==> src/rtl/linked_block_allocator_core_macros.svh <==
// Assertion macros shared by the allocator RTL.
// Each macro expects aclk and aresetn in scope; no other dependencies.
`ifndef LINKED_BLOCK_ALLOCATOR_CORE_MACROS_SVH
`define LINKED_BLOCK_ALLOCATOR_CORE_MACROS_SVH

// Same-cycle implication, disabled while reset is held.
`define LBA_ASSERT_NOW(lbl, ante, cons, msg) \
    lbl: assert property (@(posedge aclk) disable iff (!aresetn) (ante) |-> (cons)) \
        else $error(msg);

// Next-cycle implication, disabled while reset is held.
`define LBA_ASSERT_NEXT(lbl, ante, cons, msg) \
    lbl: assert property (@(posedge aclk) disable iff (!aresetn) (ante) |=> (cons)) \
        else $error(msg);

`endif

==> src/rtl/lba_pkg.sv <==
// Shared types and codes for the linked block allocator.
// No dependencies; used by the front, back and top-level modules.
`timescale 1ns / 1ps

package lba_pkg;

    localparam int FID_W  = 8;
    localparam int BIDX_W = 6;
    localparam int STAT_W = 2;

    localparam logic [STAT_W-1:0] STAT_OK        = 2'd0;
    localparam logic [STAT_W-1:0] STAT_BAD_RANGE = 2'd1;
    localparam logic [STAT_W-1:0] STAT_NO_FREE   = 2'd2;
    localparam logic [STAT_W-1:0] STAT_NOT_FOUND = 2'd3;

    localparam logic OP_ALLOC = 1'b0;
    localparam logic OP_LIST  = 1'b1;

    typedef enum logic [1:0] {
        CMD_ALLOC,
        CMD_LIST,
        CMD_BAD_RANGE
    } cmd_kind_t;

    typedef struct packed {
        cmd_kind_t         kind;
        logic [FID_W-1:0]  file_id;
        logic [BIDX_W-1:0] range_start;
        logic [BIDX_W-1:0] range_end;
    } cmd_t;

    typedef enum logic [2:0] {
        ST_IDLE,
        ST_ALLOC,
        ST_SCAN,
        ST_CHECK,
        ST_EMIT,
        ST_FOLLOW,
        ST_REPLY
    } eng_state_t;

endpackage

==> src/rtl/linked_block_allocator_core.sv <==
// Linked block allocator: one item at a time through a two-entry command queue.
// Allocate visits each block of the range once in ALLOC, then replies; a bad range goes straight to REPLY.
// List scans each free or pointed-to block once, checks the owner of each candidate head, then
// emits the chain through EMIT and FOLLOW; the queue takes items while the single engine works.
// Reset is synchronous, active low, and frees every block at once; no clearing pass.
`timescale 1ns / 1ps

module linked_block_allocator_core #(
    parameter int BLOCKS = 32
) (
    input  logic        aclk,
    input  logic        aresetn,
    input  logic        s_axis_tvalid,
    output logic        s_axis_tready,
    input  logic [23:0] s_axis_tdata,  // file_id[7:0], range_start[13:8], range_end[19:14]
    input  logic [0:0]  s_axis_tuser,  // opcode[0]
    output logic        m_axis_tvalid,
    input  logic        m_axis_tready,
    output logic [7:0]  m_axis_tdata,  // status[1:0], block_index[7:2]
    output logic        m_axis_tlast
);
    import lba_pkg::*;

    cmd_t              cmd;
    logic              cmd_valid;
    logic              cmd_pop;
    logic [STAT_W-1:0] status;
    logic [BIDX_W-1:0] block_index;

    lba_front #(.BLOCKS(BLOCKS)) u_front (
        .aclk          (aclk),
        .aresetn       (aresetn),
        .s_valid       (s_axis_tvalid),
        .s_ready       (s_axis_tready),
        .s_opcode      (s_axis_tuser[0]),
        .s_file_id     (s_axis_tdata[7:0]),
        .s_range_start (s_axis_tdata[13:8]),
        .s_range_end   (s_axis_tdata[19:14]),
        .cmd_valid     (cmd_valid),
        .cmd_pop       (cmd_pop),
        .cmd           (cmd)
    );

    lba_back #(.BLOCKS(BLOCKS)) u_back (
        .aclk          (aclk),
        .aresetn       (aresetn),
        .cmd_valid     (cmd_valid),
        .cmd_pop       (cmd_pop),
        .cmd           (cmd),
        .m_valid       (m_axis_tvalid),
        .m_ready       (m_axis_tready),
        .m_status      (status),
        .m_block_index (block_index),
        .m_last        (m_axis_tlast)
    );

    assign m_axis_tdata = {block_index, status};

endmodule

==> src/rtl/lba_front.sv <==
// Front end: accepts input items, classifies them and queues commands.
// Depends on lba_pkg for the command struct and opcode codes.
`timescale 1ns / 1ps

module lba_front #(
    parameter int BLOCKS = 32
) (
    input  logic                       aclk,
    input  logic                       aresetn,
    input  logic                       s_valid,
    output logic                       s_ready,
    input  logic                       s_opcode,
    input  logic [lba_pkg::FID_W-1:0]  s_file_id,
    input  logic [lba_pkg::BIDX_W-1:0] s_range_start,
    input  logic [lba_pkg::BIDX_W-1:0] s_range_end,
    output logic                       cmd_valid,
    input  logic                       cmd_pop,
    output lba_pkg::cmd_t              cmd
);
    import lba_pkg::*;

    cmd_t        q_reg [2];
    logic        wr_ptr_reg, wr_ptr_next;
    logic        rd_ptr_reg, rd_ptr_next;
    logic [1:0]  count_reg, count_next;
    cmd_t        in_cmd;
    logic        push;

    // Range end is checked against the store size, start against end.
    always_comb begin
        in_cmd.file_id     = s_file_id;
        in_cmd.range_start = s_range_start;
        in_cmd.range_end   = s_range_end;
        if (s_opcode == OP_LIST) begin
            in_cmd.kind = CMD_LIST;
        end else if (({1'b0, s_range_end} >= (BIDX_W + 1)'(BLOCKS))
                     || (s_range_start > s_range_end)) begin
            in_cmd.kind = CMD_BAD_RANGE;
        end else begin
            in_cmd.kind = CMD_ALLOC;
        end
    end

    assign s_ready   = (count_reg != 2'd2);
    assign push      = s_valid && s_ready;
    assign cmd_valid = (count_reg != 2'd0);
    assign cmd       = q_reg[rd_ptr_reg];

    always_comb begin
        wr_ptr_next = push ? ~wr_ptr_reg : wr_ptr_reg;
        rd_ptr_next = cmd_pop ? ~rd_ptr_reg : rd_ptr_reg;
        count_next  = count_reg + 2'(push) - 2'(cmd_pop);
    end

    always_ff @(posedge aclk) begin
        if (!aresetn) begin
            wr_ptr_reg <= 1'b0;
            rd_ptr_reg <= 1'b0;
            count_reg  <= 2'd0;
        end else begin
            wr_ptr_reg <= wr_ptr_next;
            rd_ptr_reg <= rd_ptr_next;
            count_reg  <= count_next;
        end
    end

    always_ff @(posedge aclk) begin
        if (push) begin
            q_reg[wr_ptr_reg] <= in_cmd;
        end
    end

endmodule

==> src/rtl/lba_back.sv <==
// Back end: the block store and the engine that allocates and lists chains.
// Depends on lba_pkg and the assertion macros header.
`timescale 1ns / 1ps
`include "linked_block_allocator_core_macros.svh"

module lba_back #(
    parameter int BLOCKS = 32
) (
    input  logic                       aclk,
    input  logic                       aresetn,
    input  logic                       cmd_valid,
    output logic                       cmd_pop,
    input  lba_pkg::cmd_t              cmd,
    output logic                       m_valid,
    input  logic                       m_ready,
    output logic [lba_pkg::STAT_W-1:0] m_status,
    output logic [lba_pkg::BIDX_W-1:0] m_block_index,
    output logic                       m_last
);
    import lba_pkg::*;

    localparam int IDX_W = $clog2(BLOCKS);
    localparam logic [IDX_W-1:0] IDX_MAX = IDX_W'(BLOCKS - 1);

    eng_state_t state_reg, state_next;

    // Per-block flags live in flip-flops so reset clears them at once.
    logic [BLOCKS-1:0] used_reg;
    logic [BLOCKS-1:0] pointed_reg;
    logic [BLOCKS-1:0] linked_reg;

    logic [FID_W-1:0] owner_mem [BLOCKS];
    logic [IDX_W-1:0] link_mem  [BLOCKS];
    logic [FID_W-1:0] owner_rd_reg;
    logic [IDX_W-1:0] link_rd_reg;

    logic [IDX_W-1:0]  idx_reg;
    logic [IDX_W-1:0]  hi_reg;
    logic [FID_W-1:0]  fid_reg;
    logic [IDX_W-1:0]  prev_reg;
    logic              have_prev_reg;
    logic [IDX_W-1:0]  first_reg;
    logic [IDX_W-1:0]  cur_reg;
    logic [IDX_W-1:0]  cnt_reg;
    logic [STAT_W-1:0] reply_status_reg;
    logic [IDX_W-1:0]  reply_blk_reg;

    logic              out_vld_reg;
    logic [STAT_W-1:0] out_status_reg;
    logic [BIDX_W-1:0] out_blk_reg;
    logic              out_last_reg;

    logic              out_free;
    logic              res_push;
    logic [STAT_W-1:0] res_status;
    logic [IDX_W-1:0]  res_block;
    logic              res_last;
    logic              claim;
    logic              cand;
    logic              owner_hit;

    assign out_free  = !out_vld_reg || m_ready;
    assign cand      = used_reg[idx_reg] && !pointed_reg[idx_reg];
    assign owner_hit = (owner_rd_reg == fid_reg);

    // Next-state logic.
    always_comb begin
        state_next = state_reg;
        unique case (state_reg)
            ST_IDLE: begin
                if (cmd_valid) begin
                    unique case (cmd.kind)
                        CMD_ALLOC:     state_next = ST_ALLOC;
                        CMD_LIST:      state_next = ST_SCAN;
                        CMD_BAD_RANGE: state_next = ST_REPLY;
                        default:       state_next = ST_REPLY;
                    endcase
                end
            end
            ST_ALLOC: begin
                if (idx_reg == hi_reg) state_next = ST_REPLY;
            end
            ST_SCAN: begin
                if (cand) state_next = ST_CHECK;
                else if (idx_reg == IDX_MAX) state_next = ST_REPLY;
            end
            ST_CHECK: begin
                if (owner_hit) state_next = ST_EMIT;
                else if (idx_reg == IDX_MAX) state_next = ST_REPLY;
                else state_next = ST_SCAN;
            end
            ST_EMIT: begin
                if (out_free) state_next = res_last ? ST_IDLE : ST_FOLLOW;
            end
            ST_FOLLOW: state_next = ST_EMIT;
            ST_REPLY: begin
                if (out_free) state_next = ST_IDLE;
            end
            default: state_next = ST_IDLE;
        endcase
    end

    // Output and strobe logic.
    always_comb begin
        cmd_pop    = (state_reg == ST_IDLE) && cmd_valid;
        claim      = (state_reg == ST_ALLOC) && !used_reg[idx_reg];
        res_push   = out_free && ((state_reg == ST_EMIT) || (state_reg == ST_REPLY));
        res_status = (state_reg == ST_EMIT) ? STAT_OK : reply_status_reg;
        res_block  = (state_reg == ST_EMIT) ? cur_reg : reply_blk_reg;
        // A chain ends at a block with no link or after a full store's worth.
        res_last   = (state_reg == ST_REPLY) || !linked_reg[cur_reg] || (cnt_reg == IDX_MAX);
    end

    always_ff @(posedge aclk) begin
        if (!aresetn) begin
            state_reg   <= ST_IDLE;
            used_reg    <= '0;
            pointed_reg <= '0;
            linked_reg  <= '0;
            out_vld_reg <= 1'b0;
        end else begin
            state_reg <= state_next;
            if (claim) begin
                used_reg[idx_reg] <= 1'b1;
                if (have_prev_reg) begin
                    pointed_reg[idx_reg] <= 1'b1;
                    linked_reg[prev_reg] <= 1'b1;
                end
            end
            if (res_push) out_vld_reg <= 1'b1;
            else if (m_ready) out_vld_reg <= 1'b0;
        end
    end

    always_ff @(posedge aclk) begin
        owner_rd_reg <= owner_mem[idx_reg];
        link_rd_reg  <= link_mem[cur_reg];
        if (claim) begin
            owner_mem[idx_reg] <= fid_reg;
            if (have_prev_reg) link_mem[prev_reg] <= idx_reg;
        end
    end

    always_ff @(posedge aclk) begin
        if (res_push) begin
            out_status_reg <= res_status;
            out_blk_reg    <= BIDX_W'(res_block);
            out_last_reg   <= res_last;
        end
        unique case (state_reg)
            ST_IDLE: begin
                fid_reg          <= cmd.file_id;
                idx_reg          <= (cmd.kind == CMD_LIST) ? '0 : IDX_W'(cmd.range_start);
                hi_reg           <= IDX_W'(cmd.range_end);
                have_prev_reg    <= 1'b0;
                reply_status_reg <= STAT_BAD_RANGE;
                reply_blk_reg    <= '0;
            end
            ST_ALLOC: begin
                if (claim) begin
                    prev_reg      <= idx_reg;
                    have_prev_reg <= 1'b1;
                    if (!have_prev_reg) first_reg <= idx_reg;
                end
                if (idx_reg == hi_reg) begin
                    reply_status_reg <= (have_prev_reg || claim) ? STAT_OK : STAT_NO_FREE;
                    reply_blk_reg    <= have_prev_reg ? first_reg : (claim ? idx_reg : '0);
                end else begin
                    idx_reg <= idx_reg + 1'b1;
                end
            end
            ST_SCAN: begin
                reply_status_reg <= STAT_NOT_FOUND;
                if (!cand && idx_reg != IDX_MAX) idx_reg <= idx_reg + 1'b1;
            end
            ST_CHECK: begin
                if (owner_hit) begin
                    cur_reg <= idx_reg;
                    cnt_reg <= '0;
                end else if (idx_reg != IDX_MAX) begin
                    idx_reg <= idx_reg + 1'b1;
                end
            end
            ST_EMIT: begin
                if (res_push) cnt_reg <= cnt_reg + 1'b1;
            end
            ST_FOLLOW: cur_reg <= link_rd_reg;
            ST_REPLY: begin
            end
            default: begin
            end
        endcase
    end

    assign m_valid       = out_vld_reg;
    assign m_status      = out_status_reg;
    assign m_block_index = out_blk_reg;
    assign m_last        = out_last_reg;

    `LBA_ASSERT_NOW(a_no_overwrite, res_push, out_free, "result pushed over a waiting item")
    `LBA_ASSERT_NOW(a_pop_idle, cmd_pop, state_reg == ST_IDLE, "command taken while busy")
    `LBA_ASSERT_NOW(a_alloc_bound, state_reg == ST_ALLOC, idx_reg <= hi_reg, "allocation ran past range end")
    `LBA_ASSERT_NEXT(a_emit_follow, (state_reg == ST_EMIT) && res_push && !res_last, state_reg == ST_FOLLOW, "chain walk did not follow link")

endmodule

==> config.mk <==
export PLATFORM = sky130hd
export DESIGN_NAME = linked_block_allocator_core
export DESIGN_NICKNAME = d
export VERILOG_FILES = /design/src/rtl/lba_pkg.sv /design/src/rtl/linked_block_allocator_core.sv /design/src/rtl/lba_front.sv /design/src/rtl/lba_back.sv
export VERILOG_INCLUDE_DIRS = /design/src /design/src/rtl
export SDC_FILE = /design/constraint.sdc
export NUM_CORES = 1
export LEC_CHECK = 0
export ABC_AREA = 0
export CORE_AREA = 2 2 201 203
export DETAILED_ROUTE_END_ITERATION = 8
export DIE_AREA = 0 0 203 205
export DONT_BUFFER_PORTS = 1
export HOLD_SLACK_MARGIN = 0.02
export PLACE_DENSITY = 0.75
export RECOVER_POWER = 50
export SLEW_MARGIN = 20
export SYNTH_ARGS = -nofsm -noshare
export SYNTH_HDL_FRONTEND = slang
export SYNTH_SLANG_ARGS = --single-unit
==> constraint.sdc <==
create_clock -name aclk -period 4.65 [get_ports aclk]
set_clock_uncertainty 0.2 [all_clocks]
set_input_delay 0.93 -clock aclk [delete_from_list [all_inputs] [get_ports aclk]]
set_output_delay 0.93 -clock aclk [all_outputs]
set_load 0.02 [all_outputs]
==> results of run 1 <==
-- power breakdown --
part	total (mW)	switching (mW)	internal, mW
clock	5.06	2.05	3.01
sequential	7.39	0.321	7.07
combinational	3.36	2.16	1.19
-- metrics by stage --
stage | hold WS, ns | worst slack [ns] | power, mW | utilization, % | std cells
2_1_floorplan | 0.220 | 1.29 | 9.75 | - | 1425
3_3_place_gp | 0.228 | 0.913 | 10.7 | 65.0 | 1952
3_5_place_dp | 0.237 | 0.831 | 10.9 | 65.0 | 1954
4_1_cts | 0.185 | 0.811 | 15.9 | 70.2 | 2065
5_1_grt | 0.184 | 0.563 | 16.4 | 70.1 | 2065
6_report | 0.208 | 0.772 | 15.8 | 70.1 | 2065
-- cell usage after synthesis (5+ instances only) --
cell type and n:
buf_4 8, a22oi_1 31, mux4_2 122, clkbuf_1 31, buf_2 21, and2_1 8
dfxtp_1 118, nand2b_1 11, nand2_1 101, nand3b_1 8, nand4_1 12, a21oi_1 12
nor2b_1 11, or2_2 7, o22ai_1 13, mux2_2 24, buf_1 11, edfxtp_1 510
inv_1 18, a31oi_1 5, o21a_1 54, nand3_1 9, nor2_1 61, o221ai_1 9
and3_1 10, xnor2_1 16, nor3_1 27, o21ai_0 43, mux2i_1 44, ha_1 15
-- critical path, cell delays in order, from the launching register on --
cell	delay [ns]
edfxtp_1	0.53
buf_12	0.28
mux2i_1	0.35
o221ai_1	0.18
a22oi_1	0.39
o21a_2	0.46
nand2_4	0.27
or2_2	0.41
nor2_1	0.42
-- layout make-up --
| class | count | area, um2 | area share (%) |
|---|---|---|---|
| Clock buffer | 70 | 1560 | 5.65 |
| Clock inverter | 41 | 494 | 1.79 |
| Inverter | 18 | 67.6 | 0.245 |
| Multi-Input combinational cell | 704 | 6550 | 23.7 |
| Sequential cell | 628 | 17700 | 64.0 |
| Tap cell | 525 | 657 | 2.38 |
| Timing Repair Buffer | 79 | 604 | 2.19 |
-- layer usage --
| metal | up-vias | wire, um |
|---|---|---|
| li1 | 5760 | - |
| met1 | 6748 | 20300 |
| met2 | 468 | 27500 |
| met3 | 108 | 3230 |
| met4 | 0 | 1780 |
| met5 | - | 0 |
-- cells by family (layout without fill, tap and decap cells) --
logic type | Yosys count | after routing | synth area share, %
and+or+nand+nor | 286 | 286 | 5.64
xor gates and xnor gates | 20 | 20 | 0.710
other | 1 | 1 | 0.0152
muxes | 190 | 190 | 14.0
adders and majority gates | 15 | 15 | 0.761
DFF | 628 | 628 | 71.7
buffers and inverters | 93 | 208 | 1.77
AOI/OAI and AO/OA | 192 | 192 | 5.40
-- path summary, 6_finish.rpt --
check                   startpoint                      to  slack (ns)  depth (start not counted)
max reg2reg      u_back.idx_reg[1]  u_back.link_mem[13][1]        0.77                          8
min reg2reg  u_back.pointed_reg[7]   u_back.pointed_reg[7]        0.25                          2
max              u_back.idx_reg[1]  u_back.link_mem[13][1]        0.77                          8
min                s_axis_tdata[4]    u_front.q_reg[0][16]        0.21                          0
==> flow_metrics.tcl, run 1 <==
set metrics [dict create \
    ys_seq_area_share_pct 71.7 \
    netlist.top_cell.by_area "edfxtp_1" \
    post-cts-setup-buffers 0 \
    tns_ns 0 \
    cts_tree "yes" \
    path_clk_slew_ns 0.07 \
    slew_viol_final 135 \
    synth_warnings 0 \
    area_growth_pct 12.0 \
    syn_nets 1469 \
    root_buffer "clkbuf_16" \
    placed_cell_area_mm2 0.0256 \
    htree_levels 2 \
    drive_above_1_share_pct 21.3 \
    grtUsageMet2_pct 45.0 \
    clkSinkCount 628 \
    nets 1535 \
    rsz0062_at_grt "false" \
    layout_common_cells "510 x edfxtp_1, 122 x mux4_2, 118 x dfxtp_1, 101 x nand2_1, 64 x buf_4" \
    fin_area_mm2 0.0276 \
    synth_seq_cells 628 \
    grt_use_total_pct 26.0 \
    syn_area_mm2 0.0247 \
    place.gp.congestion 0.899 \
    fin_crit_sh_pct 83.4 \
    busiest_layer "met2" \
    core_area_mm2 0.0394 \
    crit_path_start_kind "flop" \
    vdd_drop_max_mv 0.514 \
    detail-route-antenna-nets 0 \
    initial_core_util_pct 62.6 \
    grt_pass1_wl_um 79800 \
    drt_iter0_markers 1222 \
    maxCapViolCount 4 \
    die_area_mm2 0.0416 \
    crit_path_end_kind "flop" \
    p_per_area_mw_per_mm2 573 \
    vias_per_cell 6.34 \
    hpwl_um 32500 \
    synth_ff_type "edfxtp_1" \
    grt_overflow 0 \
    clock_latency_ns 0.61 \
    avgSynthCellArea_um2 17.3 \
    wl_per_cell_um 25.6 \
    antenna_found_initial 0 \
    ys_types 61 \
    status "finished with violations" \
    ioPinCount 40 \
    worstMarginPinSlew_ns 1.74 \
    clockBufferDepth 3 \
    worstPathArrival_ns 3.92 \
    cp_max_fo 31 \
    fp-row-count 73 \
    setup_viol 0 \
    cp_data_required_time_ns 4.70 \
    hold_class "in2reg" \
    synth_area_leaders "edfxtp_1 62%, mux4_2 11%, dfxtp_1 9.6%" \
    n_antenna_cell 0 \
    cts_made_buffers 60 \
    synth_top_area_share_pct 62.1 \
    hold_viol_final 0 \
    netlist_instances 1425 \
    power.leakage_nw 9.06 \
    final_common_cell "edfxtp_1" \
    drtPass1Iterations 5 \
    fill_cells 2409 \
    failed_checks "max-capacitance violations, max-slew violations" \
    hold_buffers 0 \
    maxSlewHeadroom_pct -15.7 \
    grtUsageMet1_pct 33.0 \
    min_period_ns 3.88 \
    grt_pass1_vias 13293 \
    synth_edf_count 510 \
    vias 13084 \
    crit_type "reg2reg" \
    cts_resized 0 \
    grt_max_degree 117 \
    synth-async-reset-ratio_pct 0 \
    largest_register_ffs 256 \
    io_buffers 0 \
    post-route-drc-count 0 \
    wirelength_um 52800 \
    die_h_um 205 \
    chipWidth_um 203 \
    met3_usage_pct 5.06 \
    fmax_mhz 258 \
]
Power figures use the tool's default switching activity.
==> run 2: changes to the inputs <==
--- a/config.mk
+++ b/config.mk
@@ -7,12 +7,12 @@
 export NUM_CORES = 1
 export LEC_CHECK = 0
 export ABC_AREA = 0
-export CORE_AREA = 2 2 201 203
+export CORE_AREA = 2 2 212 214
 export DETAILED_ROUTE_END_ITERATION = 8
-export DIE_AREA = 0 0 203 205
+export DIE_AREA = 0 0 214 216
 export DONT_BUFFER_PORTS = 1
 export HOLD_SLACK_MARGIN = 0.02
-export PLACE_DENSITY = 0.75
+export PLACE_DENSITY = 0.71
 export RECOVER_POWER = 50
 export SLEW_MARGIN = 20
 export SYNTH_ARGS = -nofsm -noshare
==> constraint.sdc (replaced) <==
create_clock -name aclk -period 3.11 [get_ports aclk]
set_clock_uncertainty 0.2 [all_clocks]
set_input_delay 0.622 -clock aclk [delete_from_list [all_inputs] [get_ports aclk]]
set_output_delay 0.622 -clock aclk [all_outputs]
set_load 0.02 [all_outputs]
==> run 2 against run 1 <==
Effect of this change:
- the run still ends with max-capacitance violations, max-slew violations left
- utilization shrank 5.2 points
- via count is 0.57% higher
- die area up 11%
==> flow_metrics.tcl, run 2 (synthesis gave the netlist of run 1 again) <==
set metrics [dict create \
    wl_per_cell_um 23.8 \
    fp-row-count 77 \
    p_switching_mw 6.86 \
    wirelength_um 52400 \
    r2r_slack_ns 0.11 \
    die_h_um 216 \
    grt_pass1_wl_um 80500 \
    slew_viol_final 66 \
    io_buffers 0 \
    area_growth_pct 15.4 \
    grt_pass1_vias 13471 \
    fmax_mhz 333 \
    cp_data_required_time_ns 3.23 \
    ioPinCount 40 \
    rsz0062_at_grt "false" \
    power.leakage_nw 9.45 \
    hold_viol_final 0 \
    switching_share_pct 28.5 \
    setup_viol 0 \
    post-route-drc-count 0 \
    maxSlewHeadroom_pct -4.15 \
    clock_latency_ns 0.62 \
    placedCellCount 2066 \
    place.gp.congestion 0.853 \
    drtPass1Iterations 5 \
    n_antenna_cell 0 \
    crit_path_start_kind "flop" \
    detail-route-antenna-nets 0 \
    hold_class "in2reg" \
    cpMaxStageDelayCell "edfxtp_1" \
    path_cells "buf_12 -> buf_4 -> mux2i_1 -> o221ai_2 -> a22oi_2 -> o21a_4 -> nand2_4 -> buf_4 -> nor4_2 -> buf_4" \
    cts_made_buffers 60 \
    tns_ns 0 \
    hpwl_um 32900 \
    drive_above_1_share_pct 24.3 \
    die_area_mm2 0.0462 \
    cp.buffers_inverters 4 \
    final_util_pct 64.9 \
    layout_common_cells "510 x edfxtp_1, 122 x mux4_2, 118 x dfxtp_1, 107 x buf_4, 98 x nand2_1" \
    grtUsageMet2_pct 39.5 \
    antenna_found_initial 0 \
    whs_ns 0.0856 \
    finalNonFillerCells 2203 \
    grt_use_total_pct 23.2 \
    p_clk_share_pct 32.2 \
    fill_cells 2923 \
    vias_per_cell 5.97 \
    pwr-share-comb_pct 22.2 \
    root_buffer "clkbuf_16" \
    cpPeakStageDelay_ns 0.41 \
    clkSinkCount 628 \
    p_per_area_mw_per_mm2 847 \
    cts_tree "yes" \
    cp_top_family "buffers and inverters" \
    final_common_cell "edfxtp_1" \
    drt_iter0_markers 1346 \
    min_period_ns 3.00 \
    path_clk_slew_ns 0.06 \
    vias 13159 \
    initial_core_util_pct 56.3 \
    pwr-share-seq_pct 45.7 \
    met3_usage_pct 3.31 \
    nets 1603 \
    chipWidth_um 214 \
    fin_crit_sh_pct 96.6 \
    core_area_mm2 0.0438 \
    grt_overflow 0 \
    worstMarginPinSlew_ns 1.56 \
    crit_type "reg2reg" \
    htree_levels 2 \
    vdd_drop_max_mv 0.747 \
    intPower_mw 17.2 \
    busiest_layer "met2" \
    cp_max_fo 20 \
    clockBufferDepth 3 \
    maxCapViolCount 4 \
    failed_checks "max-capacitance violations, max-slew violations" \
    grtUsageMet1_pct 30.7 \
    status "finished with violations" \
    worstPathArrival_ns 3.12 \
    cp_common_cell "buf_4" \
    crit_path_end_kind "flop" \
    largest_register_ffs 256 \
    grt_max_degree 106 \
]
run 2: final timing paths:
check | from | end | cells past startpoint
setup reg to reg | u_back.idx_reg[1] | u_back.link_mem[19][0] | 10
hold reg to reg | u_back.pointed_reg[30] | u_back.pointed_reg[30] | 2
hold / removal | m_axis_tready | u_back.m_valid | 2
setup / recovery | u_back.idx_reg[1] | u_back.link_mem[19][0] | 10
run 2: power by group through the flow:
stage               combinational [mW]  clock, mW  sequential, mW
floorplan                         3.26          0            11.3
detailed placement                5.31          0            11.1
CTS                               5.40       7.84            11.0
global placement                  5.18          0            11.1
global route                      5.78       8.17            11.0
finish                            5.34       7.75            11.0
run 2: final cells by class:
| cell class | instances | area (um2) | share of cell area, % |
|---|---|---|---|
| clock inverters | 29 | 384 | 1.35 |
| repair buffers | 147 | 1210 | 4.24 |
| well taps | 592 | 741 | 2.60 |
| multi-input cells | 704 | 6620 | 23.3 |
| flip-flops and latches | 628 | 17700 | 62.1 |
| inverters | 18 | 67.6 | 0.237 |
| clock buffers | 85 | 1760 | 6.18 |
run 2: layer usage:
layer	part of all wire [%]	vias up	wire length (um)
met5	0	-	0
met4	3.0	0	1590
met3	5.1	94	2660
met2	51	430	26900
met1	40	6735	21200
li1	-	5900	-
run 2: stage by stage:
stage / total power [mW] / area, um2 / setup WS [ns]
after CTS: 24.2 / 28500 / 0.00191
final: 24.1 / 28400 / 0.106
after floorplan: 14.6 / 24700 / -0.248
after global placement: 16.3 / 26100 / 0.0379
after global routing: 25.0 / 28400 / 0.00350
after detailed placement: 16.4 / 26100 / 0.0285
run 2: timing repair:
item | 4_1_cts | 5_1_grt
endpoints found under the setup margin | 0 | 290
endpoints found under the hold margin | 142 | 0
gates resized for setup | 0 | 8
buffers inserted | 0 | 1
hold buffers | 22 | 0
==> run 3: changes to the inputs <==
--- a/config.mk
+++ b/config.mk
@@ -7,12 +7,12 @@
 export NUM_CORES = 1
 export LEC_CHECK = 0
 export ABC_AREA = 0
-export CORE_AREA = 2 2 212 214
+export CORE_AREA = 2 2 252 254
 export DETAILED_ROUTE_END_ITERATION = 8
-export DIE_AREA = 0 0 214 216
+export DIE_AREA = 0 0 254 256
 export DONT_BUFFER_PORTS = 1
 export HOLD_SLACK_MARGIN = 0.02
-export PLACE_DENSITY = 0.71
+export PLACE_DENSITY = 0.53
 export RECOVER_POWER = 50
 export SLEW_MARGIN = 20
 export SYNTH_ARGS = -nofsm -noshare
==> run 3 against run 2 <==
Effect of this change:
- the flow now finishes without violations
- final cell count increased by 12%
- register-to-register slack worse by 0.05 ns
- worst hold slack worse by 0.028 ns
- critical path type unchanged
- largest power group unchanged
==> flow_metrics.tcl, run 3 (synthesis gave the netlist of run 1 again) <==
set metrics [dict create \
    setup_viol 0 \
    n_antenna_cell 0 \
    hold_viol_final 0 \
    wirelength_um 55100 \
    fp-row-count 92 \
    fin_ws_ns 0.0535 \
    crit_type "reg2reg" \
    maxSlewHeadroom_pct 2.87 \
    cp_common_cell "buf_4" \
    drtPass1Iterations 4 \
    vias 13027 \
    worstPathArrival_ns 3.17 \
    min_period_ns 3.06 \
    power_mw 24.4 \
    fin_crit_sh_pct 98.3 \
    area_growth_pct 17.5 \
    antenna_found_initial 0 \
    cp.buffers_inverters 4 \
    path_clk_slew_ns 0.06 \
    clockBufferDepth 3 \
    chipWidth_um 254 \
    largest_register_ffs 256 \
    cts_tree "yes" \
    vdd_drop_max_mv 0.607 \
    grt_use_total_pct 17.3 \
    cp_max_fo 10 \
    reg2reg_depth 10 \
    nets 1619 \
    hpwl_um 35300 \
    worstMarginPinSlew_ns 1.46 \
    vias_per_cell 5.26 \
    root_buffer "clkbuf_16" \
    hold_class "in2reg" \
    place.gp.congestion 0.810 \
    fmax_mhz 327 \
    cp_top_family "compound AO/OA/AOI/OAI gates" \
    cp_data_required_time_ns 3.22 \
    cp.depth 10 \
    cpPeakStageDelay_ns 0.43 \
    cts_made_buffers 69 \
    grt_max_degree 104 \
    dp_slack_ns 0.000731 \
    drive_above_1_share_pct 24.8 \
    placedCellCount 2326 \
    io_buffers 0 \
    die_area_mm2 0.0650 \
    detail-route-antenna-nets 0 \
    drt_iter0_markers 843 \
    tns_ns 0 \
    p_per_area_mw_per_mm2 844 \
    grt_pass1_vias 13622 \
    finalNonFillerCells 2476 \
    grt_pass1_wl_um 84300 \
    path_cells "buf_4 -> clkbuf_16 -> mux2i_2 -> o221ai_2 -> a22oi_2 -> o21a_1 -> buf_4 -> nand3_1 -> nor3_2 -> buf_12" \
    power.leakage_nw 9.56 \
    wl_per_cell_um 22.2 \
    grt_overflow 0 \
    initial_core_util_pct 39.5 \
    placed_cell_area_mm2 0.0265 \
    htree_levels 3 \
    slew_viol_final 0 \
    fill_cells 5496 \
    clock_latency_ns 0.60 \
    fin_area_mm2 0.0290 \
    maxCapViolCount 0 \
    ioPinCount 40 \
    crit_path_start_kind "flop" \
    final_common_cell "edfxtp_1" \
    crit_path_end_kind "flop" \
    layout_common_cells "510 x edfxtp_1, 122 x mux4_2, 118 x dfxtp_1, 117 x buf_4, 101 x nand2_1" \
    post-route-drc-count 0 \
    status "finished clean" \
    min_path_cells 2 \
    clkSinkCount 628 \
    cpMaxStageDelayCell "edfxtp_1" \
    core_area_mm2 0.0624 \
    die_h_um 256 \
]
[run 3: cell types whose count changed in the layout (fill, tap and decap cells not counted), sizes merged, moves of 2 or more]
| cell | delta |
|---|---|
| bufinv | -5 |
| clkinvlp | -2 |
| buf | +11 |
| clkbuf | +2 |
| clkinv | +14 |
[run 3: timing repair]
action,CTS,global route
hold endpoints to repair,143,0
gates resized for setup,1,5
buffers inserted,0,1
endpoints found under the setup margin,5,229
gates cloned,1,1
pin swaps,1,2
hold buffers,21,0
[run 3: report_power, final]
part | switching, mW | total, mW | leakage [nW] | internal [mW]
logic | 3.48 | 5.55 | 2.86 | 2.07
registers | 0.354 | 10.9 | 5.60 | 10.5
clock network | 3.23 | 8.00 | 1.10 | 4.76
[run 3: cell type report]
type / instances / area, um2 / share of cell area (%)
Clock inverter: 35 / 288 / 0.993
Timing Repair Buffer: 153 / 1300 / 4.48
Clock buffer: 91 / 1960 / 6.75
Tap cell: 846 / 1060 / 3.65
Inverter: 18 / 67.6 / 0.233
Multi-Input combinational cell: 705 / 6630 / 22.9
Sequential cell: 628 / 17700 / 61.0
[run 3: path summary, 6_finish.rpt]
path	slack (ns)	start	to
worst min register to register	0.25	u_back.pointed_reg[30]	u_back.pointed_reg[30]
worst max register to register	0.05	u_back.idx_reg[1]	u_back.owner_mem[7][4]
worst min-delay path	0.06	aresetn	u_back.pointed_reg[30]
worst max-delay path	0.05	u_back.idx_reg[1]	u_back.owner_mem[7][4]
[run 3: routing by layer]
metal	GRT usage, %	vias to the layer above	routed length [um]
met5	0	-	0
met1	22.9	6769	24100
met3	3.19	93	1830
met2	29.3	218	27800
met4	4.61	0	1260
li1	-	5947	-
[run 3: per-stage QoR]
step | util (%) | hold WS, ns
floorplan | - | 0.220
global placement | 42.4 | 0.232
detailed placement | 42.4 | 0.241
CTS | 46.4 | 0.0235
global route | 46.4 | 0.0419
finish | 46.4 | 0.0574
[run 3: worst reg2reg max path, stage by stage (launching register included)]
cell and delay, ns:
edfxtp_1 0.43, buf_4 0.20, clkbuf_16 0.18, mux2i_2 0.26, o221ai_2 0.13, a22oi_2 0.31, o21a_1 0.28, buf_4 0.15
nand3_1 0.20, nor3_2 0.24, buf_12 0.18
